**src/design/hms_pkg.sv**
```systemverilog
// package: payload structs, mode codes and division helpers for the hms time unit
package hms_pkg;

    localparam int SecsPerHour = 3600;
    localparam int SecsPerMin  = 60;
    localparam int SecW        = 20;
    localparam int DivW        = 32;

    typedef enum logic [2:0] {
        MODE_ADD     = 3'd0,
        MODE_SUB     = 3'd1,
        MODE_RATIO   = 3'd2,
        MODE_DIV     = 3'd3,
        MODE_MUL     = 3'd4,
        MODE_CMP     = 3'd5,
        MODE_CONVERT = 3'd6,
        MODE_NOP     = 3'd7
    } t_mode;

    typedef struct packed {
        logic [2:0]  mode;
        logic [7:0]  a_hour;
        logic [5:0]  a_minute;
        logic [5:0]  a_second;
        logic [7:0]  b_hour;
        logic [5:0]  b_minute;
        logic [5:0]  b_second;
        logic [31:0] scalar;
    } t_in;

    typedef struct packed {
        logic [7:0]  res_hour;
        logic [5:0]  res_minute;
        logic [5:0]  res_second;
        logic [19:0] ratio;
        logic [19:0] total_seconds;
        logic        less;
        logic        equal;
        logic        greater;
        logic        overflow;
        logic        divide_by_zero;
    } t_out;

    // item context carried along the divider pipe
    typedef struct packed {
        logic [2:0]  mode;
        logic [19:0] total;
        logic        less;
        logic        equal;
        logic        greater;
        logic        dbz;
        logic        zero_res;
        logic        use_hms;
    } t_ctx;

    // one restoring-division step: shift in a dividend bit, try to subtract
    typedef struct packed {
        logic [DivW-1:0] rem;
        logic [DivW-1:0] quo;
        logic [DivW-1:0] dvd;
        logic [DivW-1:0] dvs;
    } t_div;

    function automatic t_div div_step(input t_div d);
        logic [DivW:0] trial;
        t_div          o;
        o     = d;
        trial = {d.rem, d.dvd[DivW-1]} - {1'b0, d.dvs};
        o.dvd = {d.dvd[DivW-2:0], 1'b0};
        if (!trial[DivW]) begin
            o.rem = trial[DivW-1:0];
            o.quo = {d.quo[DivW-2:0], 1'b1};
        end else begin
            o.rem = {d.rem[DivW-2:0], d.dvd[DivW-1]};
            o.quo = {d.quo[DivW-2:0], 1'b0};
        end
        return o;
    endfunction

endpackage

```
**src/design/hms_front.sv**
```systemverilog
// front stage: seconds conversion, compare and divider operand setup
module hms_front
    import hms_pkg::*;
(
    input  t_in              i_req,
    output t_ctx             o_ctx,
    output logic [DivW-1:0]  o_dvd,
    output logic [DivW-1:0]  o_dvs,
    output logic [SecW-1:0]  o_a,
    output logic [SecW-1:0]  o_b
);
    logic [SecW-1:0] a, b;

    // seconds counts of both operands
    always_comb begin
        a = SecW'((SecW'(i_req.a_hour) * SecW'(SecsPerMin) + SecW'(i_req.a_minute))
                  * SecW'(SecsPerMin)) + SecW'(i_req.a_second);
        b = SecW'((SecW'(i_req.b_hour) * SecW'(SecsPerMin) + SecW'(i_req.b_minute))
                  * SecW'(SecsPerMin)) + SecW'(i_req.b_second);
    end

    assign o_a = a;
    assign o_b = b;

    // context, compare flags and divisor selection by mode; the dividend is always a
    always_comb begin
        o_ctx          = '0;
        o_ctx.mode     = i_req.mode;
        o_ctx.total    = a;
        o_dvd          = DivW'(a);
        o_dvs          = '0;
        unique case (t_mode'(i_req.mode))
            MODE_RATIO: begin
                o_dvs          = DivW'(b);
                o_ctx.dbz      = (b == '0);
                o_ctx.zero_res = (b == '0) || (b > a);
            end
            MODE_DIV: begin
                o_dvs          = i_req.scalar;
                o_ctx.dbz      = (i_req.scalar == '0);
                o_ctx.zero_res = (i_req.scalar == '0) || (i_req.scalar > DivW'(a));
                o_ctx.use_hms  = 1'b1;
            end
            MODE_CMP: begin
                o_ctx.less    = (a < b);
                o_ctx.equal   = (a == b);
                o_ctx.greater = (a > b);
            end
            MODE_ADD, MODE_SUB, MODE_MUL, MODE_CONVERT: o_ctx.use_hms = 1'b1;
            default: ;
        endcase
    end
endmodule

```
**config.mk**
```make
export PLATFORM = sky130hd
export DESIGN_NAME = hms_front
export DESIGN_NICKNAME = d
export VERILOG_FILES = /design/src/design/hms_pkg.sv /design/src/design/hms_front.sv
export SDC_FILE = /design/constraint.sdc
export NUM_CORES = 1
export LEC_CHECK = 0
export BUFFER_PORTS_ARGS = -buffer_cell sky130_fd_sc_hd__buf_4
export CAP_MARGIN = 20
export CORE_MARGIN = 8
export CORE_UTILIZATION = 57
export DETAILED_ROUTE_END_ITERATION = 10
export PLACE_DENSITY = 0.85
export SYNTH_ARGS = -nofsm -noshare
export SYNTH_HDL_FRONTEND = slang
export SYNTH_SLANG_ARGS = --single-unit
```
**constraint.sdc**
```tcl
create_clock -name vclk -period 11.35
set_input_delay 1.135 -clock vclk [all_inputs]
set_output_delay 1.135 -clock vclk [all_outputs]
set_load 0.1 [all_outputs]
```
==> results.yml <==
global_route:
  grt_max_degree: 35
  antenna_found_initial: 0
  grt_usage: 0.226
  overflow: 0
  grt_pass1_vias: 7193
  grt_first_pass_wirelength_mm: 34.4
logic_synthesis:
  synth_area_leader_cell: "fa_1"
  synth_most_common_cell: "inv_1"
  synth.avg_cell_area_um2: 7.99
  synth-compound-area-share: 0.161
  synth.area.top_cells: "fa_1, ha_1, inv_1"
  synthTopCellsByCount: "inv_1, ha_1, fa_1, buf_4, xnor2_1"
  synth_top_cell_area_share: 0.205
  synth_xor_area_frac: 0.103
  yosys.area_share.simple: 0.171
  synth_mux_area_frac: 0.00379
  synth_top_family_by_area: "adder cells"
  ys_warn_count: 0
  synth_area_mm2: 0.00793
  ys_seq_area_frac: 0
  synth.distinct_cells: 78
  synth_cells: 992
  synth_fa_ha_area_frac: 0.407
timing:
  worst_slack_ns: 0.305
  slew_headroom: 0.535
  fmax_mhz: 90.5
  finalHoldViolCount: 0
  worstMarginPinSlew_ns: 0.690
  finalMaxSlewViolations: 0
  fin_crit_sh: 0.973
  timing.hold.ws_ns: 2.61
  layout_min_cycle_time_ns: 11.04
  setup_violations: 0
drt:
  drt_first_iter_violations: 409
  routed_via_density: 5.47
  firstDrtPassIters: 5
  routed_wirelength_mm: 21.2
  wl_met1_mm: 8.68
  route.met2.wl_mm: 10.5
  routed.top_layer: "met4"
  drcViolationCount: 0
  met3_wirelength_mm: 1.32
  final_antenna_net_count: 0
  wire_per_inst_um: 16.0
  vias: 7231
place:
  dp_hpwl_mm: 18.8
  placedInstanceArea_mm2: 0.00933
  placed_cells_incl_taps: 1317
  io_buffers: 196
  gp_congestion: 0.917
  dp_slack_ns: 0.0211
floorplan:
  rows: 43
  core_area_mm2: 0.0137
  die_height_um: 134
  io_pins: 208
  initial_core_util: 0.578
  chipWidth_um: 134
  die_area_mm2: 0.0179
final_layout:
  fill_cells: 1102
  diodes: 0
  layout-drive-gt1-share: 0.229
  multi_input_area_mm2: 0.00694
  design_area_mm2: 0.00949
  nClkBuffers: 0
  area_growth_pct: 19.7
  nets: 1429
  fin_cells: 1323
  design.seq.count: 0
  ff_latch_area_um2: 0
setup_path:
  path_common_cell: "fa_1"
  cp-end-kind: "primary output"
  critPathRequiredTime_ns: 10.22
  cp_slowest_cell: "fa_1"
  cp.arrival_ns: 9.91
  crit_fanout: 7
  max_stage_delay_ns: 0.60
  cp-startpoint: "i_req[66]"
  cp-start-kind: "input port"
  worstSetupPathType: "input port to primary output"
clock_network:
  holdBufCountCts: 0
min_path:
  hp-class: "input port to primary output"
  min_from: "i_req[33]"
run_status:
  status: "completed"
run:
  drv_cap: 0
## cell usage in the layout (no fill, tap or decap), types with 20 or more instances in the layout
| cell | count |
|---|---|
| buf_4 | 206 |
| inv_1 | 198 |
| ha_1 | 127 |
| fa_1 | 81 |
| a21oi_1 | 46 |
| o21ai_0 | 42 |
| xnor2_1 | 41 |
| nand2_1 | 41 |
| nor2_1 | 39 |
| xor2_1 | 35 |
| nand3_1 | 22 |
| a21o_1 | 20 |
## per-stage QoR
| step | setup TNS [ns] | utilization |
|---|---|---|
| 3_3_place_gp | 0 | 0.680 |
| 4_1_cts | 0 | 0.680 |
| 3_5_place_dp | 0 | 0.680 |
| 5_1_grt | -0.105 | 0.692 |
| 6_report | 0 | 0.692 |
| 2_1_floorplan | 0 | - |
## timing repair
action	in CTS	in global routing
buffers inserted	0	5
gates resized for setup	1	20
pin swaps	0	8
setup endpoints to repair	1	1
## kinds of logic (layout without fill, tap and decap cells)
kind of cell               count (synthesis)  in the layout
other                                      1             12
and+or+nand+nor                          236            236
muxes                                      3              3
xor gates and xnor gates                  92             92
buffers and inverters                    267            407
adders and majority gates                209            209
AOI/OAI and AO/OA                        184            184
## path summary, 6_finish.rpt
check,to,cells after the start,slack [ns]
hold / removal,o_b[1],2,2.61
setup / recovery,o_ctx[1],35,0.31
## per-layer routing
metal | GRT usage | up-vias
met5 | 0 | -
met4 | 0.0692 | 0
met3 | 0.0273 | 43
met2 | 0.415 | 245
met1 | 0.269 | 3396
li1 | - | 3547
## cell type report
cell class,count,share of cell area
timing repair buffer,208,0.167
inverter,199,0.0787
tap,180,0.0237
multi-input combinational,736,0.731
## worst max-delay path: cells and delay by family
family / cells / cell delay, ns
XOR/XNOR: 3 / 0.52
multiplexers: 1 / 0.13
buffers and inverters: 7 / 0.65
AO/OA/AOI/OAI: 7 / 1.36
adder cells (fa/ha/maj): 8 / 3.58
AND/OR/NAND/NOR: 9 / 2.52
Power is not shown: default switching activity piles up to over one toggle a cycle in this logic, so the estimate is an artifact.
