--- config.mk ---
export PLATFORM = sky130hd
export DESIGN_NAME = hms_split
export DESIGN_NICKNAME = d
export VERILOG_FILES = /design/src/design/hms_pkg.sv /design/src/design/hms_split.sv
export SDC_FILE = /design/constraint.sdc
export NUM_CORES = 2
export LEC_CHECK = 0
export BUFFER_PORTS_ARGS = -buffer_cell sky130_fd_sc_hd__buf_4
export CORE_ASPECT_RATIO = 0.8
export CORE_UTILIZATION = 57
export CTS_CLUSTER_DIAMETER = 30
export CTS_CLUSTER_SIZE = 30
export DETAILED_ROUTE_END_ITERATION = 8
export PLACE_DENSITY = 0.75
export SYNTH_ARGS = -nofsm -noshare
export SYNTH_HDL_FRONTEND = slang
export SYNTH_SLANG_ARGS = --single-unit
--- constraint.sdc ---
create_clock -name i_clk -period 9.2 [get_ports i_clk]
set_input_delay 1.84 -clock i_clk [delete_from_list [all_inputs] [get_ports i_clk]]
set_output_delay 1.84 -clock i_clk [all_outputs]
set_load 0.05 [all_outputs]
--- src/design/hms_pkg.sv ---
// package: payload structs, mode codes and division helpers for the hms time unit
package hms_pkg;

    localparam int SecsPerHour = 3600;
    localparam int SecsPerMin  = 60;
    localparam int SecW        = 20;
    localparam int DivW        = 32;

    typedef enum logic [2:0] {
        MODE_ADD     = 3'd0,
        MODE_SUB     = 3'd1,
        MODE_RATIO   = 3'd2,
        MODE_DIV     = 3'd3,
        MODE_MUL     = 3'd4,
        MODE_CMP     = 3'd5,
        MODE_CONVERT = 3'd6,
        MODE_NOP     = 3'd7
    } t_mode;

    typedef struct packed {
        logic [2:0]  mode;
        logic [7:0]  a_hour;
        logic [5:0]  a_minute;
        logic [5:0]  a_second;
        logic [7:0]  b_hour;
        logic [5:0]  b_minute;
        logic [5:0]  b_second;
        logic [31:0] scalar;
    } t_in;

    typedef struct packed {
        logic [7:0]  res_hour;
        logic [5:0]  res_minute;
        logic [5:0]  res_second;
        logic [19:0] ratio;
        logic [19:0] total_seconds;
        logic        less;
        logic        equal;
        logic        greater;
        logic        overflow;
        logic        divide_by_zero;
    } t_out;

    // item context carried along the divider pipe
    typedef struct packed {
        logic [2:0]  mode;
        logic [19:0] total;
        logic        less;
        logic        equal;
        logic        greater;
        logic        dbz;
        logic        zero_res;
        logic        use_hms;
    } t_ctx;

    // one restoring-division step: shift in a dividend bit, try to subtract
    typedef struct packed {
        logic [DivW-1:0] rem;
        logic [DivW-1:0] quo;
        logic [DivW-1:0] dvd;
        logic [DivW-1:0] dvs;
    } t_div;

    function automatic t_div div_step(input t_div d);
        logic [DivW:0] trial;
        t_div          o;
        o     = d;
        trial = {d.rem, d.dvd[DivW-1]} - {1'b0, d.dvs};
        o.dvd = {d.dvd[DivW-2:0], 1'b0};
        if (!trial[DivW]) begin
            o.rem = trial[DivW-1:0];
            o.quo = {d.quo[DivW-2:0], 1'b1};
        end else begin
            o.rem = {d.rem[DivW-2:0], d.dvd[DivW-1]};
            o.quo = {d.quo[DivW-2:0], 1'b0};
        end
        return o;
    endfunction

endpackage

--- src/design/hms_split.sv ---
// output stages: seconds count to hours/minutes/seconds by reciprocal multiply
module hms_split
    import hms_pkg::*;
(
    input  logic        i_clk,
    input  logic        i_rst_n,
    input  logic        i_advance,
    input  logic        i_valid,
    input  t_ctx        i_ctx,
    input  logic [31:0] i_secs,
    input  logic [19:0] i_ratio,
    output logic        o_valid,
    output t_out        o_data
);
    // stage a: hours estimate via reciprocal of 3600
    localparam logic [63:0] RecipHour = 64'((64'd1 << 43) / SecsPerHour + 1);
    localparam logic [31:0] RecipMin  = 32'((32'd1 << 18) / SecsPerMin + 1);

    logic        r_va, r_vb;
    t_ctx        r_ca, r_cb;
    logic [19:0] r_ra, r_rb;
    logic [31:0] r_sa;
    logic [20:0] r_ha;
    logic [20:0] r_hb;
    logic [11:0] r_remb;
    logic [31:0] hmul_hi;
    logic [20:0] h_est;
    logic [31:0] h_prod;
    logic [31:0] h_rem;
    logic [20:0] h_fix;
    logic [11:0] h_rfix;

    // hour estimate: floor(t*recip>>43) may be one low; hi part kept 32x32
    always_comb begin
        hmul_hi = 32'((64'(i_secs) * 64'(RecipHour[31:0])) >> 32);
        h_est   = 21'(hmul_hi >> 11);
    end

    always_ff @(posedge i_clk) begin
        if (!i_rst_n) begin
            r_va <= 1'b0;
            r_vb <= 1'b0;
            o_valid <= 1'b0;
        end else if (i_advance) begin
            r_va <= i_valid;
            r_vb <= r_va;
            o_valid <= r_vb;
        end
        if (i_advance) begin
            r_ca <= i_ctx;
            r_ra <= i_ratio;
            r_sa <= i_secs;
            r_ha <= h_est;
        end
    end

    // stage b: correct the hour and get the remainder below 3600
    always_comb begin
        h_prod = 32'(r_ha) * 32'(SecsPerHour);
        h_rem  = r_sa - h_prod;
        h_fix  = r_ha;
        h_rfix = h_rem[11:0];
        if (h_rem >= 32'(SecsPerHour)) begin
            h_fix  = r_ha + 21'd1;
            h_rfix = 12'(h_rem - 32'(SecsPerHour));
        end
    end

    always_ff @(posedge i_clk) begin
        if (i_advance) begin
            r_cb   <= r_ca;
            r_rb   <= r_ra;
            r_hb   <= h_fix;
            r_remb <= h_rfix;
        end
    end

    // stage c: minutes and seconds, assemble result
    logic [31:0] m_prod;
    logic [5:0]  m_q;
    logic [5:0]  s_r;
    t_out        n_out;

    always_comb begin
        m_prod = 32'(r_remb) * RecipMin;
        m_q    = 6'(m_prod >> 18);
        s_r    = 6'(r_remb - 12'(m_q) * 12'(SecsPerMin));
        n_out               = '0;
        n_out.total_seconds = r_cb.total;
        n_out.ratio         = r_rb;
        n_out.less          = r_cb.less;
        n_out.equal         = r_cb.equal;
        n_out.greater       = r_cb.greater;
        n_out.divide_by_zero = r_cb.dbz;
        if (r_cb.use_hms) begin
            n_out.res_hour   = r_hb[7:0];
            n_out.res_minute = m_q;
            n_out.res_second = s_r;
            n_out.overflow   = (r_hb > 21'd255);
        end
    end

    always_ff @(posedge i_clk) begin
        if (i_advance) begin
            o_data <= n_out;
        end
    end
endmodule

==> flow_summary_export.csv <==
group,metric,value,unit
timing,fin_crit_sh,0.956,
global_routing,grt_pass1_vias,20356,
placement,io_buffers,146,
finish,area_growth,13.2,%
timing,skew,0.0168,ns
global_routing,antenna_found_initial,1,
placement,gp_congestion,0.980,
route,m1WireLength,29.9,mm
die,dieWidth,255,um
setup_path,end_kind,"flip-flop",
cts,cts_made_buffers,36,
global_routing,overflow,0,
synth,synthFlopType,"edfxtp_1",
route,highest_layer,"met4",
synth,synthDistinctLibCells,75,
route,wl_per_cell,19.1,um
setup_path,critPathMaxFanout,6,
cts,insertion_delay,0.52,ns
route,met2RoutedLength,30.2,mm
cts,post_cts_buffers,0,
setup_path,crit_end,"r_ha[13]",
outcome,outcome,"complete, no violations",
setup_path,worstReg2RegStart,"r_ha[4]",
run,drv_cap,0,
die,die_area,52000,um^2
timing,period_needed,8.80,ns
cts,cts.clk_slew.worst_paths,0.06,ns
cts,ctsHoldBuffers,0,
setup_path,worstReg2RegEnd,"r_hb[5]",
synth,syn_inst,2506,
die,io_pins,151,
global_routing,grt_start_max_net_pins,92,
setup_path,worstPathRequired,9.44,ns
setup_path,reg2reg_slack,0.44,ns
route,antenna_left,0,
global_routing,grtUsageTotal,0.269,
timing,final_max_slew_viol_count,0,
cts,cts-root-buf,"clkbuf_16",
min_path,min_path_type,"reg2reg",
cts,cts_tree,"done",
synth,synthArstFlopShare,0,
timing,max_freq,114,MHz
placement,dp_hpwl,56.7,mm
die,die_h,204,um
cts,cts.sinks,244,
finish,layout-drive-gt1-share,0.116,
die,core,50100,um^2
synth,ys_warn_count,0,
timing,slew_headroom,0.305,
synth,netlist_top_cells_area,"fa_1 (27%), ha_1 (25%), edfxtp_1 (25%)",
setup_path,r2r_cells,32,
die,initial_utilization,0.582,
timing,finalSetupViolCount,0,
synth,ys_seq_elements,244,
route,routed_via_density,5.43,
synth,synth_top_area_share,0.274,
timing,rsz0062_at_grt,"no",
global_routing,grt_pass1_wl,106,mm
finish,final_common_cell,"inv_1",
synth,synth-edff-count,241,
die,row_count,73,
timing,worst_slew_pin_slew,1.04,ns
route,drt_iter0_drc,1056,
timing,tns,0,ns
timing,worst_slack,0.402,ns
synth,ys_seq_area_frac,0.251,
synth,synth_fp_nets,3568,
setup_path,startpoint,"i_secs[10]",
finish,final_cell_mix,"inv_1 (646), ha_1 (579), fa_1 (398), buf_4 (244), edfxtp_1 (241)",
route,drc,0,
setup_path,crit_arrival,9.04,ns
route,drt_first_pass_iters,6,
route,routed_wl,66.4,mm
setup_path,crit_path_start_kind,"primary input",
placement,place_ws,0.0114,ns
timing,finalHoldViolCount,0,
cts,clk_path_buf_depth,3,
setup_path,criticalPathCategory,"in2reg",
synth,synth_area_per_cell,11.6,um^2
finish,finish.net_count,3841,
cts,post_cts_resized,0,
cts,htreeDepth,2,
synth,synth_top_area_cell,"fa_1",
route,vias,18902,
route,wl_met3,4.85,mm
synth,synthesis.area,29100,um^2
[synth_stat cells (all sizes together) (4+ instances only)]
library cell,n
a21oi,68
nand2b,15
nand4,19
inv,646
buf,5
nor2,61
o211ai,18
o2111ai,9
ha,579
nand2,41
and3,16
a2111oi,6
or4,4
nor2b,18
a211oi,10
xnor2,65
nand3,13
o21bai,11
a21o,36
edfxtp,241
xor2,28
o21ai,57
clkbuf,6
o21a,13
nor4,8
fa,398
or3,7
mux2i,6
a221oi,4
nor3,25
and2,20
[flip-flops by register name, indices dropped and copies added (netlist names), 12 cells and up]
| name | cells |
|---|---|
| n_out | 24 |
| o_data | 65 |
| r_ca | 25 |
| r_ha | 21 |
| r_hb | 21 |
| r_ra | 20 |
| r_rb | 20 |
| r_remb | 12 |
| r_sa | 32 |
[per-layer routing]
metal  up-vias  global-route usage
li1       8825                   -
met1      9437               0.381
met2       546               0.422
met3        94              0.0548
met4         0              0.0680
met5         -                   0
[final cells by class]
type                       instances  area [um^2]
clock inverter                    22          241
sequential                       244         7300
antenna                            1         2.50
clock buffer                      41          920
timing repair buffer             246         1870
multi-input combinational       1604        19400
inverter                         647         2430
fill                            3843        17100
tap                              675          845
[through the flow]
step	util	hold slack, ns	area (um^2)	cells
after floorplan	-	0.400	29100	2506
after global placement	0.635	0.400	31800	3416
after detailed placement	0.635	0.405	31800	3416
after CTS	0.658	0.412	32900	3479
after global routing	0.658	0.417	33000	3479
final	0.658	0.411	33000	3480
[how the worst min path moves through the flow]
stage / startpoint / endpoint / slack, ns / depth (start not counted)
after floorplan: r_ca[2] / n_out[0] / 0.40 / 0
after global placement: n_out[10] / o_data[10] / 0.40 / 0
after detailed placement: r_ca[25] / n_out[24] / 0.40 / 0
after CTS: n_out[13] / o_data[13] / 0.41 / 0
after global routing: n_out[13] / o_data[13] / 0.42 / 0
final: n_out[13] / o_data[13] / 0.41 / 0
[worst max-delay path, cell delays in order]
cell and delay [ns]:
buf_4 0.17, ha_1 0.42, inv_1 0.12, fa_1 0.41, fa_1 0.57, inv_1 0.06, fa_1 0.50, fa_1 0.52
inv_1 0.05, fa_1 0.47, inv_1 0.05, fa_1 0.50, fa_1 0.43, ha_1 0.20, or4_1 0.47, a221o_1 0.31
a211oi_1 0.21, o21ai_0 0.13, buf_4 0.18, a32oi_1 0.16, buf_4 0.17, a211oi_1 0.11, nor2_1 0.28, o21ai_1 0.19
a21oi_1 0.24, o21bai_1 0.12, xor2_1 0.16
[kinds of logic (layout without fill, tap and decap cells)]
| kind of cell | after synthesis | count (layout) | share of synthesized area |
|---|---|---|---|
| adders and majority gates | 977 | 977 | 0.522 |
| buffers and inverters | 658 | 956 | 0.0855 |
| AOI/OAI and AO/OA | 270 | 270 | 0.0640 |
| and+or+nand+nor | 257 | 257 | 0.0470 |
| DFF | 244 | 244 | 0.251 |
| xor gates and xnor gates | 93 | 93 | 0.0282 |
| muxes | 7 | 7 | 0.00245 |
| other | 0 | 1 | 0 |
Power is left out: the tool's default activity adds up to more than one toggle a clock period on the data nets, which glitch-free logic cannot reach.
